$ cat src/rtl/assert_macros.svh
// ----------------------------------------------------------------------------
// assertion helpers
// concurrent checks on clk, disabled while rst_n is low
// ----------------------------------------------------------------------------
`ifndef ASSERT_MACROS_SVH
`define ASSERT_MACROS_SVH

`ifndef NO_ASSERTIONS
// condition holds at every edge
`define ASSERT_ALWAYS(label, cond) \
  label: assert property (@(posedge clk) disable iff (!rst_n) (cond)) \
    else $error("assertion failed");
// antecedent implies consequent in the same cycle
`define ASSERT_IMPL(label, ante, cons) \
  label: assert property (@(posedge clk) disable iff (!rst_n) (ante) |-> (cons)) \
    else $error("assertion failed");
// antecedent implies consequent in the next cycle
`define ASSERT_NEXT(label, ante, cons) \
  label: assert property (@(posedge clk) disable iff (!rst_n) (ante) |=> (cons)) \
    else $error("assertion failed");
`else
`define ASSERT_ALWAYS(label, cond)
`define ASSERT_IMPL(label, ante, cons)
`define ASSERT_NEXT(label, ante, cons)
`endif

`endif

$ cat src/rtl/ctb_pkg.sv
// ----------------------------------------------------------------------------
// ctb_pkg
// constants and types shared by the countdown timer bank
// ----------------------------------------------------------------------------
`default_nettype none

package ctb_pkg;

  // bank size and derived widths
  localparam int SLOTS  = 16;
  localparam int CNT_W  = $clog2(SLOTS + 1);
  localparam int ADDR_W = (SLOTS > 1) ? $clog2(SLOTS) : 1;

  // payload widths fixed by the interface
  localparam int CMD_W  = 2;
  localparam int SLOT_W = 4;
  localparam int VAL_W  = 32;
  localparam int FRAC_W = 17;
  localparam int QUO_W  = 16;
  localparam int STEP_W = $clog2(QUO_W);

  localparam logic [VAL_W-1:0]  ONE_Q16  = 32'h0001_0000;
  localparam logic [FRAC_W-1:0] FRAC_ONE = 17'h1_0000;
  localparam logic [VAL_W-1:0]  VAL_MAX  = 32'h7fff_ffff;
  localparam logic [VAL_W-1:0]  VAL_MIN  = 32'h8000_0000;

  // command codes
  typedef enum logic [CMD_W-1:0] {
    CMD_ALLOC = 2'd0,
    CMD_TRIG  = 2'd1,
    CMD_TICK  = 2'd2,
    CMD_QUERY = 2'd3
  } cmd_t;

  // sequencer states
  typedef enum logic [3:0] {
    ST_IDLE,
    ST_ALLOC,
    ST_TRIG,
    ST_TICK_RD,
    ST_TICK_WR,
    ST_QRY_RD,
    ST_QRY_EVAL,
    ST_DIV,
    ST_DONE
  } state_t;

endpackage

`default_nettype wire

$ cat src/rtl/countdown_timer_bank.sv
// ----------------------------------------------------------------------------
// countdown_timer_bank
// bank of signed Q16.16 countdown timers kept in two on-chip memories
// ----------------------------------------------------------------------------
// Usage: one command beat enters on the in_ channel (in_cmd, in_slot,
// in_length, in_delta) and exactly one result beat leaves on the out_
// channel. Commands are handled one at a time: in_stall is high from the
// accepting edge until the result has been moved into the output register.
// Sequence per command, from the accepting edge to out_valid:
//   allocate, trigger: the memory write state, then the result state
//   tick: per allocated slot, one read and one write-back
//     on the single memory port
//   query: read and evaluate, then the 16-step serial divider when the ratio needs it
// A finished result waits in the output register while out_stall is high;
// the next command is accepted meanwhile, and its own result waits for the
// register to free up. Reset (rst_n low at a clock edge) empties the bank
// and drops any pending result; timer memories are not cleared, every slot
// is written by allocate before tick touches it.
// ----------------------------------------------------------------------------
`default_nettype none

module countdown_timer_bank (
  input  wire logic                        clk,
  input  wire logic                        rst_n,
  input  wire logic                        in_valid,
  output logic                             in_stall,
  input  wire logic [ctb_pkg::CMD_W-1:0]   in_cmd,
  input  wire logic [ctb_pkg::SLOT_W-1:0]  in_slot,
  input  wire logic signed [ctb_pkg::VAL_W-1:0] in_length,
  input  wire logic signed [ctb_pkg::VAL_W-1:0] in_delta,
  output logic                             out_valid,
  input  wire logic                        out_stall,
  output logic [ctb_pkg::SLOT_W-1:0]       out_new_slot,
  output logic                             out_full_res,
  output logic                             out_busy_res,
  output logic [ctb_pkg::FRAC_W-1:0]       out_fraction
);
  import ctb_pkg::*;

  `include "assert_macros.svh"

  // control state
  state_t              state_r, state_nxt;
  logic [CNT_W-1:0]    used_count_r;
  logic [CNT_W-1:0]    idx_r;
  logic [STEP_W-1:0]   step_r;
  logic                out_valid_r;

  // captured command
  logic [SLOT_W-1:0]   slot_r;
  logic [VAL_W-1:0]    length_r;
  logic [VAL_W-1:0]    delta_r;

  // divider and result holding
  logic [VAL_W-1:0]    per_q_r;
  logic [VAL_W-1:0]    div_rem_r;
  logic [QUO_W-1:0]    quo_r;
  logic [SLOT_W-1:0]   res_new_slot_r;
  logic                res_full_r;
  logic                res_busy_r;
  logic [FRAC_W-1:0]   res_frac_r;
  logic [SLOT_W-1:0]   out_new_slot_r;
  logic                out_full_r;
  logic                out_busy_r;
  logic [FRAC_W-1:0]   out_frac_r;

  // timer memories
  logic [VAL_W-1:0]    rem_mem [SLOTS];
  logic [VAL_W-1:0]    per_mem [SLOTS];
  logic [VAL_W-1:0]    rd_rem_r;
  logic [VAL_W-1:0]    rd_per_r;
  logic [ADDR_W-1:0]   rd_addr;
  logic [ADDR_W-1:0]   wr_addr;
  logic                rem_we;
  logic                per_we;
  logic [VAL_W-1:0]    rem_wd;
  logic [VAL_W-1:0]    per_wd;

  logic                in_acc;
  logic                out_acc;
  logic                out_load;
  logic                bank_full;
  logic                slot_ok;
  logic                tick_end;
  logic [VAL_W:0]      sub_ext;
  logic [VAL_W-1:0]    sub_sat;
  logic                rem_pos;
  logic                per_pos;
  logic [VAL_W:0]      div_shift;
  logic                div_ge;
  logic [VAL_W:0]      div_diff;

  assign in_acc    = in_valid && !in_stall;
  assign out_acc   = out_valid_r && !out_stall;
  assign out_load  = (state_r == ST_DONE) && (!out_valid_r || !out_stall);
  assign bank_full = used_count_r >= CNT_W'(SLOTS);
  assign slot_ok   = 16'(slot_r) < 16'(SLOTS);
  assign tick_end  = idx_r >= used_count_r;

  // saturating subtract for tick
  assign sub_ext = {rd_rem_r[VAL_W-1], rd_rem_r} - {delta_r[VAL_W-1], delta_r};
  always_comb begin
    if (sub_ext[VAL_W] != sub_ext[VAL_W-1]) begin
      sub_sat = sub_ext[VAL_W] ? VAL_MIN : VAL_MAX;
    end else begin
      sub_sat = sub_ext[VAL_W-1:0];
    end
  end

  // sign tests on the read data
  assign rem_pos = !rd_rem_r[VAL_W-1] && (rd_rem_r != '0);
  assign per_pos = !rd_per_r[VAL_W-1] && (rd_per_r != '0);

  // one restoring divide step
  assign div_shift = {div_rem_r, 1'b0};
  assign div_ge    = div_shift >= {1'b0, per_q_r};
  assign div_diff  = div_shift - {1'b0, per_q_r};

  // memory port control
  always_comb begin
    rd_addr = (state_r == ST_TICK_RD) ? ADDR_W'(idx_r) : ADDR_W'(slot_r);
    wr_addr = ADDR_W'(slot_r);
    rem_we  = 1'b0;
    per_we  = 1'b0;
    rem_wd  = length_r;
    per_wd  = length_r;
    case (state_r)
      ST_ALLOC: begin
        wr_addr = ADDR_W'(used_count_r);
        rem_we  = !bank_full;
        per_we  = !bank_full;
        rem_wd  = '0;
        per_wd  = ONE_Q16;
      end
      ST_TRIG: begin
        rem_we = slot_ok;
        per_we = slot_ok;
      end
      ST_TICK_WR: begin
        wr_addr = ADDR_W'(idx_r);
        rem_we  = rem_pos;
        rem_wd  = sub_sat;
      end
      default: begin
      end
    endcase
  end

  // memory arrays with registered read
  always_ff @(posedge clk) begin
    if (rem_we) begin
      rem_mem[wr_addr] <= rem_wd;
    end
    if (per_we) begin
      per_mem[wr_addr] <= per_wd;
    end
    rd_rem_r <= rem_mem[rd_addr];
    rd_per_r <= per_mem[rd_addr];
  end

  // next state and handshake
  always_comb begin
    state_nxt = state_r;
    in_stall  = (state_r != ST_IDLE);
    case (state_r)
      ST_IDLE: begin
        if (in_valid) begin
          case (cmd_t'(in_cmd))
            CMD_ALLOC: state_nxt = ST_ALLOC;
            CMD_TRIG:  state_nxt = ST_TRIG;
            CMD_TICK:  state_nxt = ST_TICK_RD;
            default:   state_nxt = ST_QRY_RD;
          endcase
        end
      end
      ST_ALLOC:    state_nxt = ST_DONE;
      ST_TRIG:     state_nxt = ST_DONE;
      ST_TICK_RD:  state_nxt = tick_end ? ST_DONE : ST_TICK_WR;
      ST_TICK_WR:  state_nxt = ST_TICK_RD;
      ST_QRY_RD:   state_nxt = slot_ok ? ST_QRY_EVAL : ST_DONE;
      ST_QRY_EVAL: begin
        if (!per_pos || !rem_pos || ($signed(rd_rem_r) >= $signed(rd_per_r))) begin
          state_nxt = ST_DONE;
        end else begin
          state_nxt = ST_DIV;
        end
      end
      ST_DIV:      state_nxt = (step_r == STEP_W'(QUO_W - 1)) ? ST_DONE : ST_DIV;
      ST_DONE:     state_nxt = out_load ? ST_IDLE : ST_DONE;
      default:     state_nxt = ST_IDLE;
    endcase
  end

  // control registers
  always_ff @(posedge clk) begin
    if (!rst_n) begin
      state_r      <= ST_IDLE;
      used_count_r <= '0;
      out_valid_r  <= 1'b0;
    end else begin
      state_r <= state_nxt;
      if ((state_r == ST_ALLOC) && !bank_full) begin
        used_count_r <= used_count_r + CNT_W'(1);
      end
      if (out_load) begin
        out_valid_r <= 1'b1;
      end else if (out_acc) begin
        out_valid_r <= 1'b0;
      end
    end
  end

  // command capture, sequencing and results
  always_ff @(posedge clk) begin
    if (in_acc) begin
      slot_r         <= in_slot;
      length_r       <= in_length;
      delta_r        <= in_delta;
      idx_r          <= '0;
      step_r         <= '0;
      res_new_slot_r <= '0;
      res_full_r     <= 1'b0;
      res_busy_r     <= 1'b0;
      res_frac_r     <= '0;
    end
    case (state_r)
      ST_ALLOC: begin
        res_full_r     <= bank_full;
        res_new_slot_r <= bank_full ? '0 : SLOT_W'(used_count_r);
      end
      ST_TICK_WR: begin
        idx_r <= idx_r + CNT_W'(1);
      end
      ST_QRY_EVAL: begin
        res_busy_r <= rem_pos;
        per_q_r    <= rd_per_r;
        div_rem_r  <= rd_rem_r;
        quo_r      <= '0;
        if (per_pos && rem_pos && ($signed(rd_rem_r) >= $signed(rd_per_r))) begin
          res_frac_r <= FRAC_ONE;
        end
      end
      ST_DIV: begin
        step_r    <= step_r + STEP_W'(1);
        div_rem_r <= div_ge ? div_diff[VAL_W-1:0] : div_shift[VAL_W-1:0];
        quo_r     <= {quo_r[QUO_W-2:0], div_ge};
        if (step_r == STEP_W'(QUO_W - 1)) begin
          res_frac_r <= {1'b0, quo_r[QUO_W-2:0], div_ge};
        end
      end
      default: begin
      end
    endcase
    if (out_load) begin
      out_new_slot_r <= res_new_slot_r;
      out_full_r     <= res_full_r;
      out_busy_r     <= res_busy_r;
      out_frac_r     <= res_frac_r;
    end
  end

  assign out_valid    = out_valid_r;
  assign out_new_slot = out_new_slot_r;
  assign out_full_res = out_full_r;
  assign out_busy_res = out_busy_r;
  assign out_fraction = out_frac_r;

  // checks
  `ASSERT_ALWAYS(a_count_bound, used_count_r <= CNT_W'(SLOTS))
  `ASSERT_NEXT(a_alloc_count, (state_r == ST_ALLOC) && !bank_full,
               used_count_r == $past(used_count_r) + CNT_W'(1))
  `ASSERT_IMPL(a_div_rem_below, state_r == ST_DIV, div_rem_r < per_q_r)
  `ASSERT_IMPL(a_full_clean, out_valid_r && out_full_r,
               (out_new_slot_r == '0) && !out_busy_r && (out_frac_r == '0))
  `ASSERT_IMPL(a_frac_range, out_valid_r, out_frac_r <= FRAC_ONE)

endmodule

`default_nettype wire

$ cat config.mk
export PLATFORM = sky130hd
export DESIGN_NAME = countdown_timer_bank
export DESIGN_NICKNAME = d
export VERILOG_FILES = /design/src/rtl/ctb_pkg.sv /design/src/rtl/countdown_timer_bank.sv
export VERILOG_INCLUDE_DIRS = /design/src /design/src/rtl
export SDC_FILE = /design/constraint.sdc
export NUM_CORES = 2
export LEC_CHECK = 0
export ABC_CLOCK_PERIOD_IN_PS = 6500
export BUFFER_PORTS_ARGS = -buffer_cell sky130_fd_sc_hd__buf_2
export CORE_MARGIN = 2
export CORE_UTILIZATION = 30
export CTS_CLUSTER_DIAMETER = 100
export DETAILED_ROUTE_END_ITERATION = 8
export HOLD_SLACK_MARGIN = 0.06
export PLACE_DENSITY = 0.5
export SYNTH_ARGS = -nofsm -noshare
export SYNTH_HDL_FRONTEND = slang
export SYNTH_SLANG_ARGS = --single-unit
$ cat constraint.sdc
create_clock -name clk -period 6.5 [get_ports clk]
set_input_delay 0.65 -clock clk [delete_from_list [all_inputs] [get_ports clk]]
set_output_delay 0.65 -clock clk [all_outputs]
set_load 0.01 [all_outputs]
==> results by group <==
Critical path
  – CP max FO: 32
  – Crit-path cells: nand2b_1 > nor3_1 > nor2_4 > nand2_1 > nand3_1 > nor2_4 > buf_4
  – CP required: around 6.9 ns
  – Crit end category: flop
  – RR Startpoint: state_r[0]
  – Worst R2R Setup Slack: ~1.6 ns
  – Slowest-stage cell, CP: nor3_1
  – CP arrival: 5.34 ns
  – Startpoint Class: flop
  – Most used cell, CP: nor2_4
  – R2R Path End: rem_mem[6][2]
  – WS Path Type: reg -> reg
  – Worst R2R Path Depth: 7
  – Crit-path max cell delay: about 1 ns

STA
  – Min cycle time layout: ~4.9 ns
  – Fin crit share: between 70 and 80%
  – Fin Clk Skew: between 0.02 and 0.025 ns
  – Pins Over Slew Limit: 0
  – Final Hold Viols: 0
  – Max Fclk: a little over 200 MHz
  – RSZ-0062 raised after global routing: false
  – Endpoints failing setup: 0
  – Final worst slack: about 1.6 ns
  – Final setup TNS: 0 ns
  – Worst slew pin tran: ~1.3 ns
  – Slew margin rel.: between 10 and 15%

Logic synthesis
  – Syn. warnings: 0
  – Adder-Cell Fraction of Synth Area: 2.58%
  – Post-Synth Simple-Gate Area: under 10%
  – Mapped cell area: approximately 53000 um2
  – XOR/XNOR Fraction of Synth Area: less than 1%
  – #FFs+latches synth: 1300
  – Unique masters post-synth: 81
  – Post-synth EDFFs: between 1000 and 1500
  – Synth Area in Compound Gates: ~6%
  – Mux cell area share after synthesis: 11.4%
  – Seq/Total Area, Yosys: between 70% and 80%
  – Fraction of registers with async set/reset: 0%
  – Post-Syn Nets: 3343
  – Main combinational cell family by area after synthesis: multiplexers
  – Top FF cell, synth: edfxtp_1
  – Syn Inst Count: 3160
  – Syn Area/Cell: approximately 17 um2

Global route
  – Largest net degree at the start of global routing: 96
  – Overflow after GRT: 0
  – Initial antenna violation count: 6
  – Vias in the first global route: roughly 30000
  – GRT Util Overall: 16.8%
  – First-pass GRT wire length: 219000 um

Layout
  – Multi-input gate area: 14600 um2
  – Most frequent cells in the layout: 1209 x edfxtp_1, 262 x nand2_1, 256 x mux4_2
  – Final core utilization: 35.3%
  – Layout cells sized above 1: about a fifth
  – Register area: between 30000 and 40000 um2
  – Post-route insts no fill: between 5000 and 6000
  – Filler instances: 16600
  – Most common cell after layout, fill and taps aside: edfxtp_1
  – Area delta synth->final: 16.6%
  – Final #Nets: 3569

Clock network
  – Max clock buf depth: 3
  – Cts repair resizes: 0
  – Skew-Pair Late Insertion Delay: 0.78 ns
  – Number of buffers added for setup after CTS: 0
  – Clock transition at path regs: 0.06 ns
  – Clk root buf: clkbuf_16
  – Number of H-tree levels: 4
  – Clock Sinks: 1300
  – Num CTS Buffers: 141
  – CTS tree: done

Placement
  – Pre-CTS setup slack: about 1.6 ns
  – RD Place Congestion: roughly 0.86
  – Number of port buffers: between 90 and 100
  – Placed Instances: ~5500
  – DP HPWL: between 100000 and 150000 um

Die
  – Row cnt: approximately 150
  – Core Area: 177000 um2
  – Die X: 426 um
  – Die Y: around 430 um
  – Die ar.: 182000 um2
  – I/O pin cnt: a little under 100
  – Starting Density: between 30% and 40%

Pwr
  – Power Density: ~440 nW/um2
  – Lkg Pwr: between 20 and 25 nW
  – Total power: 27.6 mW
  – Peak supply drop: 0.299 mV

Hold path
  – Worst Hold Class: in -> reg
  – Hold Path End: slot_r[0]
  – Hold path depth: 1
  – HP Start: in_slot[0]

Run status
  – Status: finished, final reports clean

Route
  – Post-Route WL: 152000 um
  – DR iter-0 viols: around 2800
  – Vias: 29300
  – DR pass1 iterations: 5
  – DR DRC count: 0
  – Vias per cell: between 5 and 6
  – Routed WL per cell: about 26 um
  – Post-DRT Antenna Nets: 0

Run
  – Max_cap viols: 0
==> per-stage QoR <==
step / instance area [um2] / hold slack [ns]
2_1_floorplan: 53500 / 0.400
3_3_place_gp: 57300 / 0.421
3_5_place_dp: 57300 / 0.421
4_1_cts: 62400 / 0.0632
5_1_grt: 62400 / 0.0646
6_report: 62400 / 0.106
==> how the worst max path moves through the flow <==
stage | startpoint | end | slack [ns] | cells past startpoint
3_5_place_dp | state_r[0] | rem_mem[6][25] | 1.59 | 7
4_1_cts | state_r[0] | rem_mem[6][2] | 1.56 | 7
5_1_grt | state_r[0] | rem_mem[6][2] | 1.28 | 7
6_report | state_r[0] | rem_mem[6][2] | 1.60 | 7
3_3_place_gp | state_r[0] | rem_mem[6][25] | 1.62 | 7
2_1_floorplan | rd_rem_r[0] | rem_mem[0][25] | 2.59 | 14
==> registers in the layout, indices dropped and copies added (netlist names), 4 cells and up <==
| name | cells |
|---|---|
| per_mem | 512 |
| rem_mem | 512 |
| delta_r | 32 |
| div_rem_r | 32 |
| length_r | 32 |
| per_q_r | 32 |
| rd_per_r | 32 |
| rd_rem_r | 32 |
| out_fraction | 17 |
| res_frac_r | 17 |
| quo_r | 15 |
| idx_r | 5 |
| used_count_r | 5 |
| out_new_slot | 4 |
| res_new_slot_r | 4 |
| slot_r | 4 |
| state_r | 4 |
| step_r | 4 |
==> critical path: cells and delay by family, from the launching register on <==
kind | cells | cell delay [ns]
buffers and inverters | 1 | 0.47
DFF | 1 | 0.85
and+or+nand+nor | 6 | 3.22
==> where the power goes <==
group | internal (mW) | switching, mW
clock network | 4.46 | 3.31
logic | 2.51 | 5.39
registers | 11.1 | 0.836
==> metal layers <==
metal	GRT usage, %	vias to the layer above	routed length (um)
met5	0	-	13
met4	6.21	2	5300
met3	2.50	205	7350
met2	27.7	836	74300
met1	22.4	15300	65400
li1	-	12900	-
==> kinds of logic after synthesis <==
logic type	Yosys count
xor+xnor	58
flops	1300
simple gates	658
compound gates	463
fa+ha+maj	109
buf+inv	284
mux	288
==> Yosys cell counts (3+ instances only) <==
library cell	instances	share of area (%)
a21o_2	5	0.082
or3_1	11	0.13
buf_2	36	0.34
mux2i_1	28	0.52
nor2_1	106	0.74
nor2b_1	8	0.094
a22oi_1	5	0.070
inv_1	135	0.95
o21a_1	14	0.20
o21bai_1	6	0.084
buf_1	5	0.035
a21oi_1	78	0.73
xor2_1	25	0.41
ha_1	107	2.5
buf_6	3	0.063
and2_1	106	1.2
o31ai_1	5	0.070
nand4_1	20	0.23
xnor2_1	33	0.54
a31oi_1	74	0.87
nand2b_1	11	0.13
a21boi_0	5	0.070
a311oi_1	3	0.049
a32o_1	17	0.32
a21o_1	35	0.49
clkbuf_1	103	0.72
nand3_1	28	0.26
a211oi_1	71	1.0
o2bb2ai_1	3	0.049
edfxtp_1	1209	68
nor3_1	47	0.44
o211ai_1	7	0.098
nor4_1	22	0.26
o21ai_1	21	0.20
nand2_1	263	1.8
and3_1	24	0.28
mux4_2	256	11
o21ai_0	73	0.68
mux2_2	4	0.084
a2111oi_0	6	0.098
a211o_1	5	0.082
dfxtp_1	91	3.4
==> what timing repair did <==
item / 4_1_cts / 5_1_grt
endpoints found under the hold margin: 64 / 0
hold buffers: 64 / 0
setup endpoints to repair: 0 / 0
==> final cells by class <==
type	count	area share [%]
Antenna cell	2	0.00803
Clock buffer	192	6.18
Clock inverter	62	0.945
Inverter	135	0.815
Multi-Input combinational cell	1576	23.3
Sequential cell	1300	61.1
Tap cell	2340	4.70
Timing Repair Buffer	232	2.88
(Power assumes the default switching activity.)
